File: src/rtl/core/sfs_pkg.sv
// Shared types, codes and defaults for the sprite frame stepper.
package sfs_pkg;

  // Default frame window size in pixels
  localparam int FRAME_WIDTH_DEFAULT  = 32;
  localparam int FRAME_HEIGHT_DEFAULT = 32;

  localparam int CFG_INDEX_W = 3;
  localparam int CFG_DATA_W  = 17;

  // Request modes
  typedef logic [1:0] mode_t;
  localparam mode_t MODE_TICK  = 2'd0;
  localparam mode_t MODE_START = 2'd1;
  localparam mode_t MODE_END   = 2'd2;

  // Animation state codes as reported on anim_state
  typedef logic [1:0] run_t;
  localparam run_t ST_READY   = 2'd0;
  localparam run_t ST_RUNNING = 2'd1;
  localparam run_t ST_PAUSED  = 2'd2;

  // Configuration register indexes
  typedef logic [CFG_INDEX_W-1:0] cfg_idx_t;
  localparam cfg_idx_t CFG_FRAME_DURATION = 3'd0;
  localparam cfg_idx_t CFG_SHEET_WIDTH    = 3'd1;
  localparam cfg_idx_t CFG_SHEET_HEIGHT   = 3'd2;
  localparam cfg_idx_t CFG_START_X        = 3'd3;
  localparam cfg_idx_t CFG_START_Y        = 3'd4;
  localparam cfg_idx_t CFG_MAX_FRAME      = 3'd5;
  localparam cfg_idx_t CFG_LOOPING        = 3'd6;
  localparam cfg_idx_t CFG_REVERSE        = 3'd7;

  // Controller to datapath
  typedef struct packed {
    logic capture;
    logic add;
    logic start;
    logic rewind;
    logic step;
    logic load_out;
  } cmd_t;

  // Datapath to controller
  typedef struct packed {
    mode_t req_mode;
    logic  tick_ok;
    logic  add_over;
    logic  step_last;
  } status_t;

endpackage

File: src/rtl/core/sfs_ctrl.sv
// Request sequencer of the sprite frame stepper.
module sfs_ctrl (
  input  logic             clk,
  input  logic             rst,
  input  logic             in_valid,
  output logic             in_stall,
  output logic             out_valid,
  input  logic             out_stall,
  input  sfs_pkg::status_t sts,
  output sfs_pkg::cmd_t    cmd
);

  typedef enum logic [3:0] {
    S_IDLE     = 4'b0001,
    S_DISPATCH = 4'b0010,
    S_STEP     = 4'b0100,
    S_DONE     = 4'b1000
  } state_t;

  state_t state, state_next;

  assign in_stall = (state != S_IDLE);

  always_comb begin
    cmd        = '0;
    state_next = state;
    case (state)
      S_IDLE: begin
        if (in_valid) begin
          cmd.capture = 1'b1;
          state_next  = S_DISPATCH;
        end
      end
      S_DISPATCH: begin
        state_next = S_DONE;
        case (sts.req_mode)
          sfs_pkg::MODE_TICK: begin
            if (sts.tick_ok) begin
              cmd.add = 1'b1;
              if (sts.add_over) state_next = S_STEP;
            end
          end
          sfs_pkg::MODE_START: cmd.start  = 1'b1;
          sfs_pkg::MODE_END:   cmd.rewind = 1'b1;
          default: ;
        endcase
      end
      S_STEP: begin
        // one frame duration used up per cycle
        cmd.step = 1'b1;
        if (sts.step_last) state_next = S_DONE;
      end
      S_DONE: begin
        // hold until the output register is free
        if (!out_valid || !out_stall) begin
          cmd.load_out = 1'b1;
          state_next   = S_IDLE;
        end
      end
      default: state_next = S_IDLE;
    endcase
  end

  always_ff @(posedge clk) begin
    if (rst) begin
      state     <= S_IDLE;
      out_valid <= 1'b0;
    end else begin
      state <= state_next;
      if (cmd.load_out) begin
        out_valid <= 1'b1;
      end else if (out_valid && !out_stall) begin
        out_valid <= 1'b0;
      end
    end
  end

endmodule

File: src/rtl/core/sfs_datapath.sv
// Configuration, animation state, frame advance logic and result register.
module sfs_datapath #(
  parameter int FRAME_WIDTH  = sfs_pkg::FRAME_WIDTH_DEFAULT,
  parameter int FRAME_HEIGHT = sfs_pkg::FRAME_HEIGHT_DEFAULT
) (
  input  logic                           clk,
  input  logic                           rst,
  input  logic                           cfg_we,
  input  logic [sfs_pkg::CFG_INDEX_W-1:0] cfg_index,
  input  logic [sfs_pkg::CFG_DATA_W-1:0]  cfg_data,
  input  logic [1:0]                     mode,
  input  logic [15:0]                    delta,
  input  sfs_pkg::cmd_t                  cmd,
  output sfs_pkg::status_t               sts,
  output logic [11:0]                    rect_x,
  output logic [11:0]                    rect_y,
  output logic [15:0]                    frame_index,
  output logic [1:0]                     anim_state
);

  localparam logic [12:0] FW = 13'(FRAME_WIDTH);
  localparam logic [12:0] FH = 13'(FRAME_HEIGHT);

  // configuration
  logic [15:0]        frame_duration;
  logic [12:0]        sheet_width;
  logic [12:0]        sheet_height;
  logic [11:0]        start_x;
  logic [11:0]        start_y;
  logic signed [16:0] max_frame;
  logic               looping;
  logic               reverse;

  // animation state
  logic signed [17:0] acc;
  logic [11:0]        pos_x;
  logic [11:0]        pos_y;
  logic [15:0]        fc;
  sfs_pkg::run_t      run_state;

  // captured request
  sfs_pkg::mode_t     req_mode;
  logic [15:0]        req_delta;

  logic signed [17:0] dur_s;
  logic signed [17:0] acc_sum;
  logic signed [17:0] acc_sub;
  logic               sub_pos;

  logic               mf_neg;
  logic [15:0]        mf_val;
  logic               at_lim;
  logic               lim_wrap;
  logic               lim_pause;
  logic [15:0]        fc_base;
  logic [11:0]        bx;
  logic [11:0]        by;
  logic               move_ok;
  logic [13:0]        fwd_x_sum;
  logic [13:0]        fwd_y_sum;
  logic               fwd_x_fit;
  logic               fwd_y_fit;
  logic [12:0]        rev_x_diff;
  logic [12:0]        rev_y_diff;
  logic [12:0]        row_x_diff;
  logic               rev_x_fit;
  logic               rev_y_fit;
  logic [11:0]        row_x;

  logic [11:0]        adv_x;
  logic [11:0]        adv_y;
  logic [15:0]        adv_fc;
  logic               adv_pause;

  assign dur_s   = signed'({2'b00, frame_duration});
  assign acc_sum = acc + signed'({2'b00, req_delta});
  assign acc_sub = acc - dur_s;
  assign sub_pos = !acc_sub[17] && (acc_sub != '0);

  // frame limit check
  assign mf_neg    = max_frame[16];
  assign mf_val    = max_frame[15:0];
  assign at_lim    = !mf_neg && (mf_val != '0) && (fc >= mf_val);
  assign lim_wrap  = at_lim && looping;
  assign lim_pause = at_lim && !looping;
  assign fc_base   = lim_wrap ? '0 : fc;
  assign bx        = lim_wrap ? start_x : pos_x;
  assign by        = lim_wrap ? start_y : pos_y;
  assign move_ok   = mf_neg || (fc_base <= mf_val);

  // window moves
  assign fwd_x_sum  = {2'b00, bx} + {1'b0, FW};
  assign fwd_y_sum  = {2'b00, by} + {1'b0, FH};
  assign fwd_x_fit  = fwd_x_sum < {1'b0, sheet_width};
  assign fwd_y_fit  = fwd_y_sum < {1'b0, sheet_height};
  assign rev_x_fit  = {1'b0, bx} >= FW;
  assign rev_y_fit  = {1'b0, by} >= FH;
  assign rev_x_diff = {1'b0, bx} - FW;
  assign rev_y_diff = {1'b0, by} - FH;
  assign row_x_diff = sheet_width - FW;
  assign row_x      = (sheet_width >= FW) ? row_x_diff[11:0] : '0;

  always_comb begin
    adv_x     = bx;
    adv_y     = by;
    adv_fc    = fc_base;
    adv_pause = lim_pause;
    if (!lim_pause && move_ok) begin
      if (!reverse) begin
        if (fwd_x_fit) begin
          adv_x = fwd_x_sum[11:0];
        end else if (fwd_y_fit) begin
          adv_y = fwd_y_sum[11:0];
          adv_x = '0;
        end else if (looping) begin
          adv_x = start_x;
          adv_y = start_y;
        end else begin
          adv_pause = 1'b1;
        end
      end else begin
        if (rev_x_fit) begin
          adv_x = rev_x_diff[11:0];
        end else if (rev_y_fit) begin
          adv_y = rev_y_diff[11:0];
          adv_x = row_x;
        end else if (looping) begin
          adv_x = start_x;
          adv_y = start_y;
        end else begin
          adv_pause = 1'b1;
        end
      end
      if (!adv_pause) adv_fc = fc_base + 16'd1;
    end
  end

  assign sts.req_mode  = req_mode;
  assign sts.tick_ok   = (run_state == sfs_pkg::ST_RUNNING) && (frame_duration != '0);
  assign sts.add_over  = acc_sum > dur_s;
  assign sts.step_last = !sub_pos || adv_pause;

  always_ff @(posedge clk) begin
    if (rst) begin
      frame_duration <= '0;
      sheet_width    <= 13'd256;
      sheet_height   <= 13'd256;
      start_x        <= '0;
      start_y        <= '0;
      max_frame      <= -17'sd1;
      looping        <= 1'b1;
      reverse        <= 1'b0;
      acc            <= '0;
      pos_x          <= '0;
      pos_y          <= '0;
      fc             <= '0;
      run_state      <= sfs_pkg::ST_READY;
    end else begin
      if (cfg_we) begin
        case (cfg_index)
          sfs_pkg::CFG_FRAME_DURATION: frame_duration <= cfg_data[15:0];
          sfs_pkg::CFG_SHEET_WIDTH:    sheet_width    <= cfg_data[12:0];
          sfs_pkg::CFG_SHEET_HEIGHT:   sheet_height   <= cfg_data[12:0];
          sfs_pkg::CFG_START_X:        start_x        <= cfg_data[11:0];
          sfs_pkg::CFG_START_Y:        start_y        <= cfg_data[11:0];
          sfs_pkg::CFG_MAX_FRAME:      max_frame      <= signed'(cfg_data[16:0]);
          sfs_pkg::CFG_LOOPING:        looping        <= cfg_data[0];
          sfs_pkg::CFG_REVERSE:        reverse        <= cfg_data[0];
          default: ;
        endcase
      end
      if (cmd.add) acc <= acc_sum;
      if (cmd.start && (frame_duration != '0) && (run_state != sfs_pkg::ST_RUNNING)) begin
        run_state <= sfs_pkg::ST_RUNNING;
      end
      if (cmd.rewind) begin
        acc       <= '0;
        pos_x     <= start_x;
        pos_y     <= start_y;
        fc        <= '0;
        run_state <= sfs_pkg::ST_READY;
      end
      if (cmd.step) begin
        // keep the remainder even when this subtraction ends the tick
        acc <= acc_sub;
        if (sub_pos) begin
          pos_x <= adv_x;
          pos_y <= adv_y;
          fc    <= adv_fc;
          if (adv_pause) run_state <= sfs_pkg::ST_PAUSED;
        end
      end
    end
  end

  always_ff @(posedge clk) begin
    if (cmd.capture) begin
      req_mode  <= mode;
      req_delta <= delta;
    end
    if (cmd.load_out) begin
      rect_x      <= pos_x;
      rect_y      <= pos_y;
      frame_index <= fc;
      anim_state  <= run_state;
    end
  end

endmodule

File: src/rtl/core/sprite_frame_stepper.sv
// Top level of the sprite frame stepper.
// Takes one request at a time and answers each with one result: the window
// position, frame count and animation state after the request. An accepted
// request is captured, then dispatched: a start, an end, or a tick that crosses
// no frame boundary goes straight to loading its result, while a tick that
// crosses boundaries first runs the subtract-and-advance loop in the datapath,
// which subtracts one frame duration from the time accumulator per step and
// advances the window, until the remainder is no longer positive or the
// animation pauses. The result is loaded once the output register is free,
// and only then is the next request taken.
// While the output register holds an untaken result, a new request is still
// accepted; its result waits in the sequencer until the register frees up.
module sprite_frame_stepper #(
  parameter int FRAME_WIDTH  = sfs_pkg::FRAME_WIDTH_DEFAULT,
  parameter int FRAME_HEIGHT = sfs_pkg::FRAME_HEIGHT_DEFAULT
) (
  input  logic                            clk,
  input  logic                            rst,
  input  logic                            cfg_we,
  input  logic [sfs_pkg::CFG_INDEX_W-1:0] cfg_index,
  input  logic [sfs_pkg::CFG_DATA_W-1:0]  cfg_data,
  input  logic                            in_valid,
  output logic                            in_stall,
  input  logic [1:0]                      mode,
  input  logic [15:0]                     delta,
  output logic                            out_valid,
  input  logic                            out_stall,
  output logic [11:0]                     rect_x,
  output logic [11:0]                     rect_y,
  output logic [15:0]                     frame_index,
  output logic [1:0]                      anim_state
);

  sfs_pkg::cmd_t    cmd;
  sfs_pkg::status_t sts;

  sfs_ctrl u_ctrl (
    .clk       (clk),
    .rst       (rst),
    .in_valid  (in_valid),
    .in_stall  (in_stall),
    .out_valid (out_valid),
    .out_stall (out_stall),
    .sts       (sts),
    .cmd       (cmd)
  );

  sfs_datapath #(
    .FRAME_WIDTH  (FRAME_WIDTH),
    .FRAME_HEIGHT (FRAME_HEIGHT)
  ) u_datapath (
    .clk         (clk),
    .rst         (rst),
    .cfg_we      (cfg_we),
    .cfg_index   (cfg_index),
    .cfg_data    (cfg_data),
    .mode        (mode),
    .delta       (delta),
    .cmd         (cmd),
    .sts         (sts),
    .rect_x      (rect_x),
    .rect_y      (rect_y),
    .frame_index (frame_index),
    .anim_state  (anim_state)
  );

endmodule

File: config.mk
export PLATFORM = sky130hd
export DESIGN_NAME = sprite_frame_stepper
export DESIGN_NICKNAME = d
export VERILOG_FILES = /design/src/rtl/core/sfs_pkg.sv /design/src/rtl/core/sfs_ctrl.sv /design/src/rtl/core/sfs_datapath.sv /design/src/rtl/core/sprite_frame_stepper.sv
export SDC_FILE = /design/constraint.sdc
export NUM_CORES = 1
export LEC_CHECK = 0
export ABC_CLOCK_PERIOD_IN_PS = 7370
export BUFFER_PORTS_ARGS = -buffer_cell sky130_fd_sc_hd__buf_2
export CORE_ASPECT_RATIO = 0.6
export CORE_MARGIN = 10
export CORE_UTILIZATION = 60
export DETAILED_ROUTE_END_ITERATION = 10
export PLACE_DENSITY = 0.8
export SYNTH_ARGS = -nofsm -noshare
export SYNTH_HDL_FRONTEND = slang
export SYNTH_SLANG_ARGS = --single-unit
export TNS_END_PERCENT = 20
File: constraint.sdc
create_clock -name clk -period 7.37 [get_ports clk]
set_input_delay 0.737 -clock clk [delete_from_list [all_inputs] [get_ports clk]]
set_output_delay 0.737 -clock clk [all_outputs]
set_load 0.02 [all_outputs]
# Word-level counts from Yosys, hierarchy flattened
# Index checks and enable logic that the tools add are counted.
dict set report word_totals {
  regBits 210
  inputBits 43
}
dict set report classes {
  n_mux 64
  eq_ne 19
  n_addsub 8
  reduce_logical 36
  order_cmp 8
}
# cell count
set op_table {}
lappend op_table {{$mux 12} 23}
lappend op_table {{$mux 16} 6}
lappend op_table {{$mux 18} 3}
lappend op_table {{$sub 12x6->12 const B} 3}
lappend op_table {{$reduce_bool 16->1} 2}
lappend op_table {{$add 12x6->13 const B} 2}
lappend op_table {{$ge 12x6->1 const B} 2}
lappend op_table {{$mux 4} 6}
lappend op_table {{$mux 1} 19}
lappend op_table {{$add 18x17->18} 1}
lappend op_table {{$gt 18x17->1} 1}
lappend op_table {{$reduce_bool 18->1} 1}
lappend op_table {{$sub 18x17->18} 1}
lappend op_table {{$add 16x1->16 const B} 1}
lappend op_table {{$ge 16x16->1} 1}
lappend op_table {{$le 16x16->1} 1}
lappend op_table {{$pmux 4 s4} 1}
lappend op_table {{$reduce_and 2->1} 8}
lappend op_table {{$lt 14x13->1} 1}
lappend op_table {{$ge 13x6->1 const B} 1}
lappend op_table {{$lt 13x13->1} 1}
lappend op_table {{$eq 3x3->1 const B} 4}
lappend op_table {{$logic_and 1x1->1} 10}
lappend op_table {{$mux 2} 5}
lappend op_table {{19 further kinds} 31}

# Logic depth before layout (Yosys ltp)
dict set report logic_depth {
  depth_word 15
  ltp_mapped 29
  depth_no_buf 24
}

# Hierarchy
# Synthesis repeated with hierarchy kept, for this count alone.
dict set report unflattened {
  hier_cells 1668
  area_unflattened_um2 13899.6
}
# mod n_inst cells_each seq_area_each_um2 area_per_inst_um2
set modules_own_cells {}
lappend modules_own_cells {sfs_datapath 1 1636 4704.5 13614.3}
lappend modules_own_cells {sfs_ctrl 1 32 100.1 285.3}

# Worst setup path before layout
# No wires, ideal clock.
dict set report synth_timing {
  path_type {register to register}
  startpoint {register u_datapath.fc[0]}
  endpoint {register u_datapath.fc[12]}
  path_stages_with_launch 28
  arrival_ns 6.357
  path_buffers 4
  required_time_ns 7.296
  synth_period_minus_slack_ns 6.431
  slack_ns 0.939
  path_cell_list {dfxtp_1 > inv_1 > ha_1 > nand2b_1 > a2111oi_0 > o31ai_2 > o211ai_2 > clkbuf_1 > buf_2 > buf_2 > clkbuf_1 > mux2i_1 > inv_1 > ha_1 > nand3_1 > nor3_1 > a41oi_1 > xor2_1 > ha_1 > and4_1 > a221oi_1 > o211ai_1 > a221o_1 > and2_1 > a21oi_4 > o2111ai_1 > or4_1 > a31oi_1}
}
dict set report synth_via {
  elab_chain_cells 14
  word_cells_on_any_way 29
}
# element line_no
set synth_lines {}
lappend synth_lines {{start: declaration} sfs_datapath.sv:38} ;# logic [15:0] fc;
lappend synth_lines {{start signal: assignment} sfs_datapath.sv:189} ;# fc <= adv_fc;
lappend synth_lines {{$ge 16x16->1} sfs_datapath.sv:83} ;# assign at_lim = !mf_neg && (mf_val != '0) && (fc >= mf_val);
lappend synth_lines {{$logic_and 1x1->1} sfs_datapath.sv:83}
lappend synth_lines {{$logic_and 1x1->1} sfs_datapath.sv:84} ;# assign lim_wrap = at_lim && looping;
lappend synth_lines {{$mux 12} sfs_datapath.sv:88} ;# assign by = lim_wrap ? start_y : pos_y;
lappend synth_lines {{$add 12x6->13} sfs_datapath.sv:93} ;# assign fwd_y_sum = {2'b00, by} + {1'b0, FH};
lappend synth_lines {{$lt 14x13->1} sfs_datapath.sv:95} ;# assign fwd_y_fit = fwd_y_sum < {1'b0, sheet_height};
lappend synth_lines {{$mux 1} sfs_datapath.sv:112} ;# end else if (fwd_y_fit) begin
lappend synth_lines {{$mux 1} sfs_datapath.sv:110} ;# if (fwd_x_fit) begin
lappend synth_lines {{$mux 1} sfs_datapath.sv:109} ;# if (!reverse) begin
lappend synth_lines {{$mux 1} sfs_datapath.sv:108} ;# if (!lim_pause && move_ok) begin
lappend synth_lines {{$mux 16} sfs_datapath.sv:134} ;# if (!adv_pause) adv_fc = fc_base + 16'd1;
lappend synth_lines {{$mux 16 (*)} sfs_datapath.sv:108}
lappend synth_lines {{$mux 16 (*)} sfs_datapath.sv:186} ;# if (sub_pos) begin
lappend synth_lines {{$mux 16 (*)} sfs_datapath.sv:183} ;# if (cmd.step) begin
# Mark *: on every way between the ends. The rest lies on a longest branch, timed or not. The select of a mux whose other input is x is not followed.
# A chain may end at the register's enable or synchronous reset.

# Worst setup path in the final report
dict set report layout_timing {
  startpoint {register u_datapath.fc[0]}
  endpoint {register u_datapath.pos_y[4]}
}
dict set report layout_via {
  elab_chain_cells 12
  word_cells_on_any_way 27
}
# element line_no
set layout_lines {}
lappend layout_lines {{$ge 16x16->1} sfs_datapath.sv:83}
lappend layout_lines {{$logic_and 1x1->1} sfs_datapath.sv:83}
lappend layout_lines {{$logic_and 1x1->1} sfs_datapath.sv:84}
lappend layout_lines {{$mux 12} sfs_datapath.sv:88}
lappend layout_lines {{$add 12x6->13} sfs_datapath.sv:93}
lappend layout_lines {{$lt 14x13->1} sfs_datapath.sv:95}
lappend layout_lines {{$mux 12} sfs_datapath.sv:112}
lappend layout_lines {{$mux 12} sfs_datapath.sv:110}
lappend layout_lines {{$mux 12} sfs_datapath.sv:109}
lappend layout_lines {{$mux 12 (*)} sfs_datapath.sv:108}
lappend layout_lines {{$mux 12 (*)} sfs_datapath.sv:186}
lappend layout_lines {{$mux 12 (*)} sfs_datapath.sv:183}
lappend layout_lines {{end signal: assignment} sfs_datapath.sv:179} ;# pos_y <= start_y;
lappend layout_lines {{end signal: assignment} sfs_datapath.sv:188} ;# pos_y <= adv_y;
lappend layout_lines {{end: declaration} sfs_datapath.sv:37} ;# logic [11:0] pos_y;
# Mark *: on every way between the ends. The rest lies on a longest branch, timed or not.

==> flow_metrics.env <==
export IMPL_antenna_found_initial=0
export IMPL_synth_cell_types=94
export IMPL_drc=0
export IMPL_fin_crit_sh_pct=88.6
export IMPL_synth_top_area_cell="dfxtp_1"
export IMPL_worst_pin_slew_ns=1.34
export IMPL_power_density_nw_per_um2=172
export IMPL_ir_drop_uv=185
export IMPL_hold_path_depth=1
export IMPL_root_buffer="clkbuf_16"
export IMPL_wl_per_cell_microns=23.2
export IMPL_drv_cap=0
export IMPL_r2r_end="u_datapath.pos_y[4]"
export IMPL_synth_flop_cell="dfxtp_1"
export IMPL_r2r_slack_ns=0.84
export IMPL_drt_iter0_markers=1985
export IMPL_dp_cells=2074
export IMPL_num_rows=43
export IMPL_num_vias=14049
export IMPL_synth_common_cells="299 x nand2_1, 159 x a21oi_1, 150 x dfxtp_1, 110 x ha_1, 97 x nor2_1"
export IMPL_hp_start="delta[5]"
export IMPL_grt_overflow=0
export IMPL_hold_viol=0
export IMPL_port_buffers=86
export IMPL_yosysWarnings=0
export IMPL_synth_edf_count=60
export IMPL_wl_met1_mm=22.9
export IMPL_power_leakage_nw=6.53
export IMPL_clk_pin_slew_ns=0.07
export IMPL_num_io_pins=87
export IMPL_layout_drive_gt1_share_pct=10.3
export IMPL_timing_final_setup_violations=0
export IMPL_fin_cells=2114
export IMPL_hp_class="in2reg"
export IMPL_drtAntennaViolNets=0
export IMPL_dr_max_layer_used="met4"
export IMPL_fill_cells=1980
export IMPL_core_area_sq_um=23300
export IMPL_cts_htree_levels=1
export IMPL_cp_arrival_ns=6.98
export IMPL_clock_sinks=210
export IMPL_timing_rr_start="u_datapath.fc[0]"
export IMPL_cts_path_max_buffers=3
export IMPL_synth_most_common_cell="nand2_1"
export IMPL_insertion_delay_ns=0.53
export IMPL_reg2reg_depth=22
export IMPL_dp_hpwl_mm=36.3
export IMPL_relSlewSlack_pct=10.6
export IMPL_grt_max_degree=81
export IMPL_postSynthRegisterBits=210
export IMPL_vias_per_cell=6.65
export IMPL_syn_inst=1752
export IMPL_cts_resized=0
export IMPL_rsz0062_at_grt="no"
export IMPL_post_synth_main_area_contributors="dfxtp_1 21%, edfxtp_1 13%, ha_1 9.6%"
export IMPL_routed_wl_mm=49.1
export IMPL_wl_met2_mm=17.7
export IMPL_fin_crit_ns=6.53
export IMPL_setup_tns_final_ns=0
export IMPL_syn_avg_cell_area_sq_um=8.17
export IMPL_status="finished, final reports clean"
export IMPL_die_h_microns=140
export IMPL_n_antenna_cell=0
export IMPL_yosysSeqAreaShare_pct=33.6
export IMPL_start_util_pct=61.4
export IMPL_cts_tree="yes"
export IMPL_skew_ns=0.0145
export IMPL_postLayoutCellArea_sq_um=15700
export IMPL_async_flop_share_pct=0
export IMPL_die_x_microns=219
export IMPL_final_nets=1938
export IMPL_holdBufCountCts=0
export IMPL_cts_setup_buffers=0
export IMPL_slew_viol_final=0
export IMPL_postPlaceCellArea_sq_um=14900
export IMPL_synth_top_area_share_pct=21.0
export IMPL_numCtsBuffers=22
export IMPL_clock_fmax_ghz=0.153
export IMPL_grt_pass1_vias=12614
export IMPL_synthToLayoutAreaGrowth_pct=9.34
export IMPL_cp_max_fo=43
export IMPL_synthesis_nets=1907
export IMPL_grt_pass1_wl_mm=75.0
export IMPL_path_class="reg2reg"
export IMPL_start_kind="register"
export IMPL_dr_wl_met3_mm=7.83
export IMPL_worstPathRequired_ns=7.82
export IMPL_die_area_sq_um=30600
export IMPL_firstDrtPassIters=6
export IMPL_min_to="u_datapath.req_delta[5]"
export IMPL_cp_end_kind="register"
export IMPL_synthesis_area_sq_um=14300
export IMPL_track_usage_pct=30.8
export IMPL_globalplace_congestion=1.04
logic make-up (layout without fill, tap and decap cells):
kind of cell    Yosys count  count (layout)  share of synthesized area, %
buf+inv                 190             237                          5.29
simple gates            672             672                          22.2
mux                      62              62                          4.44
xor+xnor                 39              39                          2.39
flops                   210             210                          33.6
compound gates          467             467                          22.2
fa+ha+maj               112             112                          9.89
routing by layer:
layer	up-vias	GRT usage, %
met2	928	37.6
met5	-	0
met4	0	5.24
li1	6455	-
met3	64	12.1
met1	6602	48.3
worst max-delay path: stages (launching register included):
cell and delay, ns:
dfxtp_1 0.39, inv_1 0.12, ha_1 0.29, nand2b_1 0.13
a2111oi_0 0.63, o31ai_2 0.19, o211ai_4 0.30, buf_4 0.53
mux2_2 0.44, ha_1 0.25, xnor2_1 0.44, ha_1 0.34
a21o_1 0.16, a21o_1 0.17, a21oi_1 0.13, o21ai_0 0.13
a22oi_1 0.25, a31oi_2 0.05, buf_4 0.21, a21o_1 0.21
a21oi_1 0.34, o31a_1 0.46, mux2i_1 0.26
final cells by class:
class,instances,area (sq um),area share [%]
flip-flops and latches,210,4800,30.7
clock inverters,8,56.3,0.360
clock buffers,32,683,4.36
well taps,315,394,2.52
inverters,92,345,2.21
multi-input cells,1352,8790,56.2
repair buffers,105,576,3.68
flip-flops by register name, indices dropped and copies added, names as in the netlist, 13 cells and up:
signal	flops
u_datapath.fc	16
u_datapath.frame_index	16
u_datapath.acc	18
u_datapath.frame_duration	16
u_datapath.sheet_width	13
u_datapath.max_frame	17
u_datapath.sheet_height	13
u_datapath.req_delta	16
report_power, final:
part | total (W) | switching, W | internal (W)
Sequential | 0.00123 | 0.0000244 | 0.00121
Combinational | 0.000299 | 0.000197 | 0.000101
Clock | 0.00115 | 0.000503 | 0.000652
worst max path at each step:
stage | start | endpoint | slack, ns | cells past startpoint
3_3_place_gp | u_datapath.fc[0] | u_datapath.pos_y[2] | 1.28 | 22
3_5_place_dp | u_datapath.fc[0] | u_datapath.pos_y[4] | 1.04 | 22
5_1_grt | u_datapath.fc[0] | u_datapath.pos_y[1] | 0.56 | 22
4_1_cts | u_datapath.fc[0] | u_datapath.pos_y[4] | 1.03 | 22
6_report | u_datapath.fc[0] | u_datapath.pos_y[4] | 0.84 | 22
2_1_floorplan | u_datapath.fc[0] | u_datapath.fc[12] | 0.94 | 27
stage by stage:
stage          util [%]  total power (W)  hold slack, ns  setup slack, ns
6_report           67.2          0.00269           0.378            0.843
5_1_grt            67.2          0.00275           0.374            0.560
4_1_cts            67.2          0.00268           0.371             1.03
3_5_place_dp       64.0          0.00154           0.448             1.04
3_3_place_gp       64.0          0.00154           0.443             1.28
2_1_floorplan         -          0.00144           0.406            0.939
layout by cell type (no fill, tap or decap), types with 10 or more instances in the layout:
cell / netlist / layout
ha_1: 110 / 110
nor2_1: 97 / 96
clkbuf_16: 0 / 26
a21o_1: 22 / 22
nand2_1: 299 / 299
a31oi_1: 21 / 21
a211oi_1: 12 / 12
o21a_1: 19 / 19
mux2i_1: 50 / 50
nand2b_1: 23 / 23
a22oi_1: 10 / 10
or4_1: 10 / 10
nor3_1: 49 / 48
mux2_2: 11 / 11
xnor2_1: 23 / 23
xor2_1: 16 / 16
dfxtp_1: 150 / 150
a311oi_1: 10 / 10
o211ai_1: 35 / 35
o21ai_0: 57 / 57
buf_2: 8 / 85
and3_1: 13 / 13
nor4_1: 19 / 19
inv_1: 91 / 91
or3_1: 16 / 16
a21oi_1: 159 / 158
nor2b_1: 13 / 13
and2_1: 26 / 26
nand3_1: 55 / 55
nand4_1: 18 / 18
buf_4: 1 / 20
edfxtp_1: 60 / 60
(Power assumes the default switching activity.)
